[src/hw/rtl/rtp1b_pkg.sv]
// Shared constants, codes and types of the one-byte extension parser.
package rtp1b_pkg;

    localparam int unsigned MAX_LEN_DEF = 2048;

    localparam logic [6:0]  FIXED_HDR        = 7'd12;
    localparam logic [15:0] ONE_BYTE_PROFILE = 16'hBEDE;
    localparam logic [3:0]  ID_STOP          = 4'hF;
    localparam logic [3:0]  ID_PAD           = 4'h0;
    localparam logic [3:0]  TARGET_ID_RESET  = 4'd1;

    typedef enum logic [2:0] {
        ST_FOUND     = 3'd0,
        ST_NOT_FOUND = 3'd1,
        ST_SHORT     = 3'd2,
        ST_HDR_OVER  = 3'd3,
        ST_OVERLONG  = 3'd4
    } t_status;

    typedef struct packed {
        logic        overlong;
        logic [3:0]  csrc;
        logic        ext_bit;
        logic [15:0] ext_words;
        logic        match;
        logic [31:0] word;
        logic [10:0] offset;
        logic [4:0]  dlen;
    } t_snap;

endpackage

[src/hw/rtl/rtp1b_track.sv]
// Per-packet header tracker and extension element walk with a packet summary register.
module rtp1b_track #(
    parameter int unsigned MAX_LEN = rtp1b_pkg::MAX_LEN_DEF
) (
    input  logic                             i_clk,
    input  logic                             i_rst_n,
    input  logic                             i_take,
    input  logic [7:0]                       i_data_byte,
    input  logic                             i_last_byte,
    input  logic [3:0]                       i_target_id,
    input  logic                             i_snap_take,
    output logic                             o_snap_valid,
    output rtp1b_pkg::t_snap                 o_snap,
    output logic [$clog2(MAX_LEN+1)-1:0]     o_snap_len
);
    import rtp1b_pkg::*;

    localparam int unsigned PW = $clog2(MAX_LEN + 1);
    localparam int unsigned NW = $clog2(MAX_LEN + 17);
    localparam int unsigned CW = ((PW > 19) ? PW : 19) + 1;

    logic [PW-1:0] r_pos, n_pos;
    logic [3:0]    r_csrc, n_csrc;
    logic          r_xbit, n_xbit;
    logic [15:0]   r_prof, n_prof;
    logic [15:0]   r_ext_words, n_ext_words;
    logic [NW-1:0] r_next, n_next;
    logic          r_stopped, n_stopped;
    logic          r_match, n_match;
    logic [31:0]   r_word, n_word;
    logic [10:0]   r_off, n_off;
    logic [4:0]    r_dlen, n_dlen;

    logic          r_snap_valid, n_snap_valid;
    t_snap         r_snap, n_snap;
    logic [PW-1:0] r_snap_len, n_snap_len;

    logic [CW-1:0] pos_c, hlen_c, ds_c, de_c, off_c;
    logic [1:0]    cap_k;
    logic          active;
    logic [3:0]    elem_id;

    assign pos_c   = CW'(r_pos);
    assign hlen_c  = CW'(FIXED_HDR) + CW'({r_csrc, 2'b00});
    assign ds_c    = hlen_c + CW'(4);
    assign de_c    = ds_c + CW'({r_ext_words, 2'b00});
    assign off_c   = CW'(r_off);
    assign cap_k   = r_pos[1:0] - r_off[1:0];
    assign active  = (r_pos < PW'(MAX_LEN));
    assign elem_id = i_data_byte[7:4];

    always_comb begin
        n_pos        = r_pos;
        n_csrc       = r_csrc;
        n_xbit       = r_xbit;
        n_prof       = r_prof;
        n_ext_words  = r_ext_words;
        n_next       = r_next;
        n_stopped    = r_stopped;
        n_match      = r_match;
        n_word       = r_word;
        n_off        = r_off;
        n_dlen       = r_dlen;
        n_snap_valid = r_snap_valid && !i_snap_take;
        n_snap       = r_snap;
        n_snap_len   = r_snap_len;

        if (i_take && active) begin
            n_pos = r_pos + PW'(1);
            if (r_pos == '0) begin
                n_csrc = i_data_byte[3:0];
                n_xbit = i_data_byte[4];
                n_next = NW'({i_data_byte[3:0], 2'b00}) + NW'(16);
            end else begin
                if (r_xbit) begin
                    if (pos_c == hlen_c || pos_c == hlen_c + CW'(1)) begin
                        n_prof = {r_prof[7:0], i_data_byte};
                    end else if (pos_c == hlen_c + CW'(2) || pos_c == hlen_c + CW'(3)) begin
                        n_ext_words = {r_ext_words[7:0], i_data_byte};
                    end
                end
                if (r_match && pos_c > off_c && pos_c <= off_c + CW'(3)) begin
                    case (cap_k)
                        2'd1:    n_word[23:16] = r_word[23:16] | i_data_byte;
                        2'd2:    n_word[15:8]  = r_word[15:8]  | i_data_byte;
                        2'd3:    n_word[7:0]   = r_word[7:0]   | i_data_byte;
                        default: n_word        = r_word;
                    endcase
                end
                if (r_xbit && r_prof == ONE_BYTE_PROFILE && !r_stopped && !r_match &&
                    CW'(r_next) == pos_c && pos_c >= ds_c && pos_c < de_c) begin
                    if (elem_id == ID_STOP) begin
                        n_stopped = 1'b1;
                    end else if (elem_id == ID_PAD) begin
                        n_next = NW'(r_pos) + NW'(1);
                    end else if (elem_id == i_target_id) begin
                        n_match = 1'b1;
                        n_word  = {i_data_byte, 24'd0};
                        n_off   = 11'(r_pos);
                        n_dlen  = {1'b0, i_data_byte[3:0]} + 5'd1;
                    end else begin
                        n_next = NW'(r_pos) + NW'(i_data_byte[3:0]) + NW'(2);
                    end
                end
            end
        end

        if (i_take && i_last_byte) begin
            n_snap_valid     = 1'b1;
            n_snap.overlong  = !active;
            n_snap.csrc      = n_csrc;
            n_snap.ext_bit   = n_xbit;
            n_snap.ext_words = n_ext_words;
            n_snap.match     = n_match;
            n_snap.word      = n_word;
            n_snap.offset    = n_off;
            n_snap.dlen      = n_dlen;
            n_snap_len       = r_pos + PW'(1);
            n_pos            = '0;
            n_csrc           = '0;
            n_xbit           = 1'b0;
            n_prof           = '0;
            n_ext_words      = '0;
            n_next           = '0;
            n_stopped        = 1'b0;
            n_match          = 1'b0;
            n_word           = '0;
            n_off            = '0;
            n_dlen           = '0;
        end
    end

    always_ff @(posedge i_clk) begin
        if (!i_rst_n) begin
            r_pos        <= '0;
            r_csrc       <= '0;
            r_xbit       <= 1'b0;
            r_prof       <= '0;
            r_ext_words  <= '0;
            r_next       <= '0;
            r_stopped    <= 1'b0;
            r_match      <= 1'b0;
            r_word       <= '0;
            r_off        <= '0;
            r_dlen       <= '0;
            r_snap_valid <= 1'b0;
        end else begin
            r_pos        <= n_pos;
            r_csrc       <= n_csrc;
            r_xbit       <= n_xbit;
            r_prof       <= n_prof;
            r_ext_words  <= n_ext_words;
            r_next       <= n_next;
            r_stopped    <= n_stopped;
            r_match      <= n_match;
            r_word       <= n_word;
            r_off        <= n_off;
            r_dlen       <= n_dlen;
            r_snap_valid <= n_snap_valid;
        end
    end

    always_ff @(posedge i_clk) begin
        r_snap     <= n_snap;
        r_snap_len <= n_snap_len;
    end

    assign o_snap_valid = r_snap_valid;
    assign o_snap       = r_snap;
    assign o_snap_len   = r_snap_len;

endmodule

[src/hw/rtl/rtp1b_result.sv]
// Result formatting from a packet summary into the output register.
module rtp1b_result #(
    parameter int unsigned MAX_LEN = rtp1b_pkg::MAX_LEN_DEF
) (
    input  logic                             i_clk,
    input  logic                             i_rst_n,
    input  logic                             i_snap_valid,
    input  rtp1b_pkg::t_snap                 i_snap,
    input  logic [$clog2(MAX_LEN+1)-1:0]     i_snap_len,
    output logic                             o_snap_take,
    output logic                             o_valid,
    input  logic                             i_stall,
    output logic [2:0]                       o_status,
    output logic                             o_has_extension,
    output logic [11:0]                      o_payload_offset,
    output logic [11:0]                      o_payload_length,
    output logic [7:0]                       o_first_data_byte,
    output logic [31:0]                      o_element_word,
    output logic [10:0]                      o_element_offset,
    output logic [4:0]                       o_element_data_length
);
    import rtp1b_pkg::*;

    localparam int unsigned PW = $clog2(MAX_LEN + 1);
    localparam int unsigned CW = ((PW > 19) ? PW : 19) + 1;

    logic          r_valid, n_valid;
    logic          load;
    logic [CW-1:0] len_c, hlen_c, ext_end_c, poff_c;
    t_status       status;
    logic          has_ext;
    logic [11:0]   poff, plen;
    logic          found;

    logic [2:0]    r_status;
    logic          r_has_ext;
    logic [11:0]   r_poff, r_plen;
    logic [7:0]    r_first;
    logic [31:0]   r_word;
    logic [10:0]   r_off;
    logic [4:0]    r_dlen;

    assign len_c     = CW'(i_snap_len);
    assign hlen_c    = CW'(FIXED_HDR) + CW'({i_snap.csrc, 2'b00}) + CW'({i_snap.ext_bit, 2'b00});
    assign ext_end_c = hlen_c + CW'({i_snap.ext_words, 2'b00});

    always_comb begin
        status  = ST_NOT_FOUND;
        has_ext = 1'b0;
        poff    = '0;
        plen    = '0;
        poff_c  = hlen_c;
        if (i_snap.overlong) begin
            status = ST_OVERLONG;
        end else if (len_c < CW'(FIXED_HDR)) begin
            status = ST_SHORT;
        end else begin
            has_ext = i_snap.ext_bit;
            if (len_c < hlen_c) begin
                status = ST_HDR_OVER;
                poff   = hlen_c[11:0];
            end else begin
                if (i_snap.ext_bit && len_c > ext_end_c) begin
                    poff_c = ext_end_c;
                    if (i_snap.match) begin
                        status = ST_FOUND;
                    end
                end
                poff = poff_c[11:0];
                plen = 12'(len_c - poff_c);
            end
        end
    end

    assign found       = (status == ST_FOUND);
    assign load        = !r_valid || !i_stall;
    assign o_snap_take = i_snap_valid && load;
    assign n_valid     = load ? i_snap_valid : r_valid;

    always_ff @(posedge i_clk) begin
        if (!i_rst_n) begin
            r_valid <= 1'b0;
        end else begin
            r_valid <= n_valid;
        end
    end

    always_ff @(posedge i_clk) begin
        if (o_snap_take) begin
            r_status  <= status;
            r_has_ext <= has_ext;
            r_poff    <= poff;
            r_plen    <= plen;
            r_first   <= found ? i_snap.word[23:16] : 8'd0;
            r_word    <= found ? i_snap.word : 32'd0;
            r_off     <= found ? i_snap.offset : 11'd0;
            r_dlen    <= found ? i_snap.dlen : 5'd0;
        end
    end

    assign o_valid               = r_valid;
    assign o_status              = r_status;
    assign o_has_extension       = r_has_ext;
    assign o_payload_offset      = r_poff;
    assign o_payload_length      = r_plen;
    assign o_first_data_byte     = r_first;
    assign o_element_word        = r_word;
    assign o_element_offset      = r_off;
    assign o_element_data_length = r_dlen;

endmodule

[src/hw/rtl/rtp_one_byte_extension_parser_unit.sv]
// Top level of the one-byte RTP header extension parser.
//
// Channel   Direction  Handshake           Contents
// input     in         i_valid / o_stall   i_data_byte, i_last_byte
// result    out        o_valid / i_stall   status, payload offset and length, matched element
// config    in         i_target_id_we      i_target_id
//
// One byte is taken per cycle while o_stall is low, with no gap between packets.
// A byte passes the input register, then updates the tracker state.
// A packet's result passes the summary register, then the output register.
// Reset is synchronous and empties every stage; the target id returns to 1.
// A stalled result holds the output register while bytes keep flowing; the input
// stalls only when a final byte finds the summary register behind it full as well.
module rtp_one_byte_extension_parser_unit #(
    parameter int unsigned MAX_LEN = rtp1b_pkg::MAX_LEN_DEF
) (
    input  logic        i_clk,
    input  logic        i_rst_n,
    input  logic        i_valid,
    output logic        o_stall,
    input  logic [7:0]  i_data_byte,
    input  logic        i_last_byte,
    input  logic        i_target_id_we,
    input  logic [3:0]  i_target_id,
    output logic        o_valid,
    input  logic        i_stall,
    output logic [2:0]  o_status,
    output logic        o_has_extension,
    output logic [11:0] o_payload_offset,
    output logic [11:0] o_payload_length,
    output logic [7:0]  o_first_data_byte,
    output logic [31:0] o_element_word,
    output logic [10:0] o_element_offset,
    output logic [4:0]  o_element_data_length
);
    import rtp1b_pkg::*;

    localparam int unsigned PW = $clog2(MAX_LEN + 1);

    logic          r_s0_valid, n_s0_valid;
    logic [7:0]    r_s0_byte;
    logic          r_s0_last;
    logic [3:0]    r_target_id;
    logic          accept, s0_move, s1_ready;
    logic          snap_valid, snap_take;
    t_snap         snap;
    logic [PW-1:0] snap_len;

    assign s1_ready   = !snap_valid || snap_take;
    assign s0_move    = r_s0_valid && (!r_s0_last || s1_ready);
    assign o_stall    = r_s0_valid && !s0_move;
    assign accept     = i_valid && !o_stall;
    assign n_s0_valid = accept || (r_s0_valid && !s0_move);

    always_ff @(posedge i_clk) begin
        if (!i_rst_n) begin
            r_s0_valid  <= 1'b0;
            r_target_id <= TARGET_ID_RESET;
        end else begin
            r_s0_valid <= n_s0_valid;
            if (i_target_id_we) begin
                r_target_id <= i_target_id;
            end
        end
    end

    always_ff @(posedge i_clk) begin
        if (accept) begin
            r_s0_byte <= i_data_byte;
            r_s0_last <= i_last_byte;
        end
    end

    rtp1b_track #(
        .MAX_LEN (MAX_LEN)
    ) u_track (
        .i_clk        (i_clk),
        .i_rst_n      (i_rst_n),
        .i_take       (s0_move),
        .i_data_byte  (r_s0_byte),
        .i_last_byte  (r_s0_last),
        .i_target_id  (r_target_id),
        .i_snap_take  (snap_take),
        .o_snap_valid (snap_valid),
        .o_snap       (snap),
        .o_snap_len   (snap_len)
    );

    rtp1b_result #(
        .MAX_LEN (MAX_LEN)
    ) u_result (
        .i_clk                 (i_clk),
        .i_rst_n               (i_rst_n),
        .i_snap_valid          (snap_valid),
        .i_snap                (snap),
        .i_snap_len            (snap_len),
        .o_snap_take           (snap_take),
        .o_valid               (o_valid),
        .i_stall               (i_stall),
        .o_status              (o_status),
        .o_has_extension       (o_has_extension),
        .o_payload_offset      (o_payload_offset),
        .o_payload_length      (o_payload_length),
        .o_first_data_byte     (o_first_data_byte),
        .o_element_word        (o_element_word),
        .o_element_offset      (o_element_offset),
        .o_element_data_length (o_element_data_length)
    );

endmodule
[config.mk]
export PLATFORM = sky130hd
export DESIGN_NAME = rtp_one_byte_extension_parser_unit
export DESIGN_NICKNAME = d
export VERILOG_FILES = /design/src/hw/rtl/rtp1b_pkg.sv /design/src/hw/rtl/rtp1b_track.sv /design/src/hw/rtl/rtp1b_result.sv /design/src/hw/rtl/rtp_one_byte_extension_parser_unit.sv
export SDC_FILE = /design/constraint.sdc
export NUM_CORES = 1
export LEC_CHECK = 0
export BUFFER_PORTS_ARGS = -buffer_cell sky130_fd_sc_hd__buf_4
export CAP_MARGIN = 20
export CORE_ASPECT_RATIO = 1.5
export CORE_MARGIN = 2
export CORE_UTILIZATION = 58
export DETAILED_ROUTE_END_ITERATION = 10
export PLACE_DENSITY = 0.86
export SYNTH_ARGS = -nofsm -noshare
export SYNTH_HDL_FRONTEND = slang
export SYNTH_HIERARCHICAL = 1
export SYNTH_SLANG_ARGS = --single-unit
[constraint.sdc]
create_clock -name i_clk -period 32.2 [get_ports i_clk]
set_input_delay 6.44 -clock i_clk [delete_from_list [all_inputs] [get_ports i_clk]]
set_output_delay 6.44 -clock i_clk [all_outputs]
set_load 0.01 [all_outputs]
==> qor.txt <==
Synthesis Warnings: 6
Synth Area in Compound Gates: 12.41%
Commonest cells post-synth: edfxtp_1 (166), dfxtp_1 (118), nand2_1 (94)
initial antenna violation count: 1
clk slew on worst S/H paths: 0.07 ns
final net count: 1525
Post-Syn Area per Cell: 10.92 um2
final antenna-violating net count: 0
worst reg2reg path startpoint: u_track/o_snap[65]
die area: 0.02680 mm2
TritonCTS clock tree: done
Clock Tree Root: clkbuf_16
cts hold-fix bufs: 0
area fraction of the dominant cell type after synthesis: 33.73%
combinational family with the most area after synthesis: simple AND/OR/NAND/NOR gates
Post-synth ARST share: 0%
post-route cell area: 0.01656 mm2
relative slew slack: 29.63%
largest cells by area after synthesis: edfxtp_1 (34%), dfxtp_1 (16%), ha_1 (7.6%), and2_1 (3.3%), mux2i_1 (2.7%)
status: finished clean
crit path max fanout: 3
post-CTS sizing: 0
Post-CTS Setup Repair Bufs: 0
DR vias/cell: 6.061
register area: 0.007347 mm2
placed cell count: 1711
Worst Tran Pin Value: 1.055 ns
unrepaired setup endpoints after global routing: false
PwrDens: 47.14 mW/mm2
Fill cells: 1888
FP Rows: 71
Synth Flop Type: edfxtp_1
CORE AREA: 0.02505 mm2
Die Span Y: 199.5 um
# port buffers: 101
remaining global-route overflow: 0
diodes inserted: 0
Max clock buf depth: 3
CP startpoint: i_stall
Simple-Gate Fraction of Synth Area: 15.33%
leakage power: 6.668 nW
Worst Hold Launch: u_track/r_dlen[3]
adder-cell share of the synthesized area: 8.374%
htree depth: 1
Starting Density: 58.99%
GRT Util Overall: 25.48%
Fmax: 0.07376 GHz
area leader, netlist: edfxtp_1
vias in the first global route: 10550
initial DRC count: 825
IO Pins: 104
Yosys reg bits: 284
wire length per cell: 19.41 um
area of the multi-input gates: 0.006785 mm2
HP Class: register to register
Final Util: 66.11%
Fin. Hold Viols: 0
layout cells sized above 1: 14.53%
xor-xnor portion of the synthesized cell area: 4.860%
CP arrival: 7.12 ns
# DRC: 0
Worst-Skew Late Latency: 0.54 ns
number of synthesized flops with an enable pin: 166
minimum clock period: 13.56 ns
GP Congestion: 0.9484
Num CTS Buffers: 26
via count: 10670
final setup fails: 0
clk_skew: 0.01554 ns
synth unique cells: 85
post-synthesis mux area share: 4.666%
post-DP HPWL: 23910 um
drt pass-1 iters: 6
peak supply drop: 0.00005439 V
post-synthesis sequential area ratio: 49.72%
cell area after placement: 0.01565 mm2
WL final: 34170 um
first-pass GRT wire length: 54170 um
most frequently used cell type in the post-synthesis netlist: edfxtp_1
Startpoint Class: input port
number of clock sinks: 284
max_cap viols: 0
Worst EP required: 25.76 ns
crit end category: primary output
P&R area growth vs syn: 12.08%
Worst Setup Path Type: input port to primary output
mapped cell area: 0.01478 mm2
number of slew-limit violations in the final report: 0
Layout Cells excl Fill: 1760
Setup TNS: 0 ns
largest net degree at the start of global routing: 76
Final period util: 42.10%
die width: 134.3 um
synthesized instance count: 1353
==> kinds of logic after synthesis <==
logic type,count (synthesis)
mux,63
fa+ha+maj,96
other cells,3
xor+xnor,82
simple gates,422
compound gates,253
flops,284
buf+inv,150
==> placed cells by master (no fill, tap or decap), types with 5 or more instances in the layout <==
cell | synthesis | layout
edfxtp_1 | 166 | 166
dfxtp_1 | 118 | 118
buf_4 | 11 | 112
nand2_1 | 94 | 93
ha_1 | 90 | 90
and2_1 | 78 | 77
nor2_1 | 75 | 75
inv_1 | 66 | 65
a21oi_1 | 56 | 56
xnor2_1 | 44 | 44
o21ai_0 | 42 | 42
mux2i_1 | 40 | 40
xor2_1 | 38 | 38
nand4_1 | 32 | 32
nor3_1 | 31 | 30
clkbuf_16 | 0 | 27
o31ai_1 | 17 | 17
a211oi_1 | 16 | 16
a22o_1 | 16 | 16
a32o_1 | 16 | 16
a21o_1 | 15 | 15
mux2_2 | 15 | 15
or3_1 | 14 | 14
nor2b_1 | 13 | 13
nand2b_1 | 12 | 12
nand3_1 | 12 | 12
and3_1 | 11 | 11
clkbuf_1 | 48 | 9
o22ai_1 | 9 | 9
nor4_1 | 9 | 8
mux2_4 | 8 | 8
o2bb2ai_1 | 8 | 8
nor3b_1 | 7 | 7
or4_1 | 7 | 7
o21a_1 | 6 | 6
a31oi_1 | 5 | 5
fa_1 | 5 | 5
==> where the power goes <==
group	switching (mW)	leakage [nW]	internal, mW
Combinational	0.0373	3.76	0.0220
Clock	0.133	0.431	0.191
Sequential	0.00701	2.47	0.391
==> layer usage <==
layer | GRT usage [%] | share of wire (%) | up-vias
li1 | - | - | 5021
met1 | 29.37 | 38 | 5152
met2 | 46.50 | 52 | 384
met3 | 3.780 | 5.8 | 108
met4 | 11.54 | 4.7 | 2
met5 | 0 | 0.038 | -
==> worst paths after layout <==
path / end / slack [ns] / depth (start not counted)
hold reg to reg: u_track/r_dlen[3] / 0.46 / 2
hold / removal: u_track/r_dlen[3] / 0.46 / 2
setup / recovery: o_stall / 18.64 / 4
setup reg to reg: u_result/o_payload_length[8] / 24.74 / 31
==> through the flow <==
stage / hold WS (ns) / power, mW / setup WS, ns
CTS: 0.4672 / 0.7831 / 18.64
global route: 0.4837 / 0.8038 / 18.62
finish: 0.4632 / 0.7807 / 18.64
global placement: 0.4411 / 0.4615 / 18.66
detailed placement: 0.4556 / 0.4639 / 18.65
floorplan: 0.4313 / 0.4451 / 13.23
==> sequential cells by signal (all words and copies together), names as in the netlist, 3 cells and up <==
register	cells
u_result/o_status	3
u_track/r_csrc	4
u_result/o_element_word	25
u_track/r_pos	12
u_result/o_element_offset	11
r_s0_byte	8
u_track/r_off	11
u_track/o_snap_len	12
u_track/r_ext_words	16
u_track/o_snap	71
u_result/o_payload_length	12
r_target_id	4
u_track/r_word	32
u_track/r_dlen	5
u_result/o_first_data_byte	7
u_result/o_payload_offset	10
u_track/r_next	12
u_result/o_element_data_length	5
u_track/r_prof	16
==> critical path, cell delays in order <==
cell and delay [ns]:
buf_4 0.12, a21boi_4 0.17, and4b_1 0.24, buf_4 0.15
==> area by class of cell <==
class,instances,area share (%)
Tap cell,328,2.478
Inverter,66,1.496
Clock buffer,38,4.412
Sequential cell,284,44.36
Multi-Input combinational cell,920,40.97
Timing Repair Buffer,114,5.258
Clock inverter,10,1.027
Power figures use the tool's default switching activity.
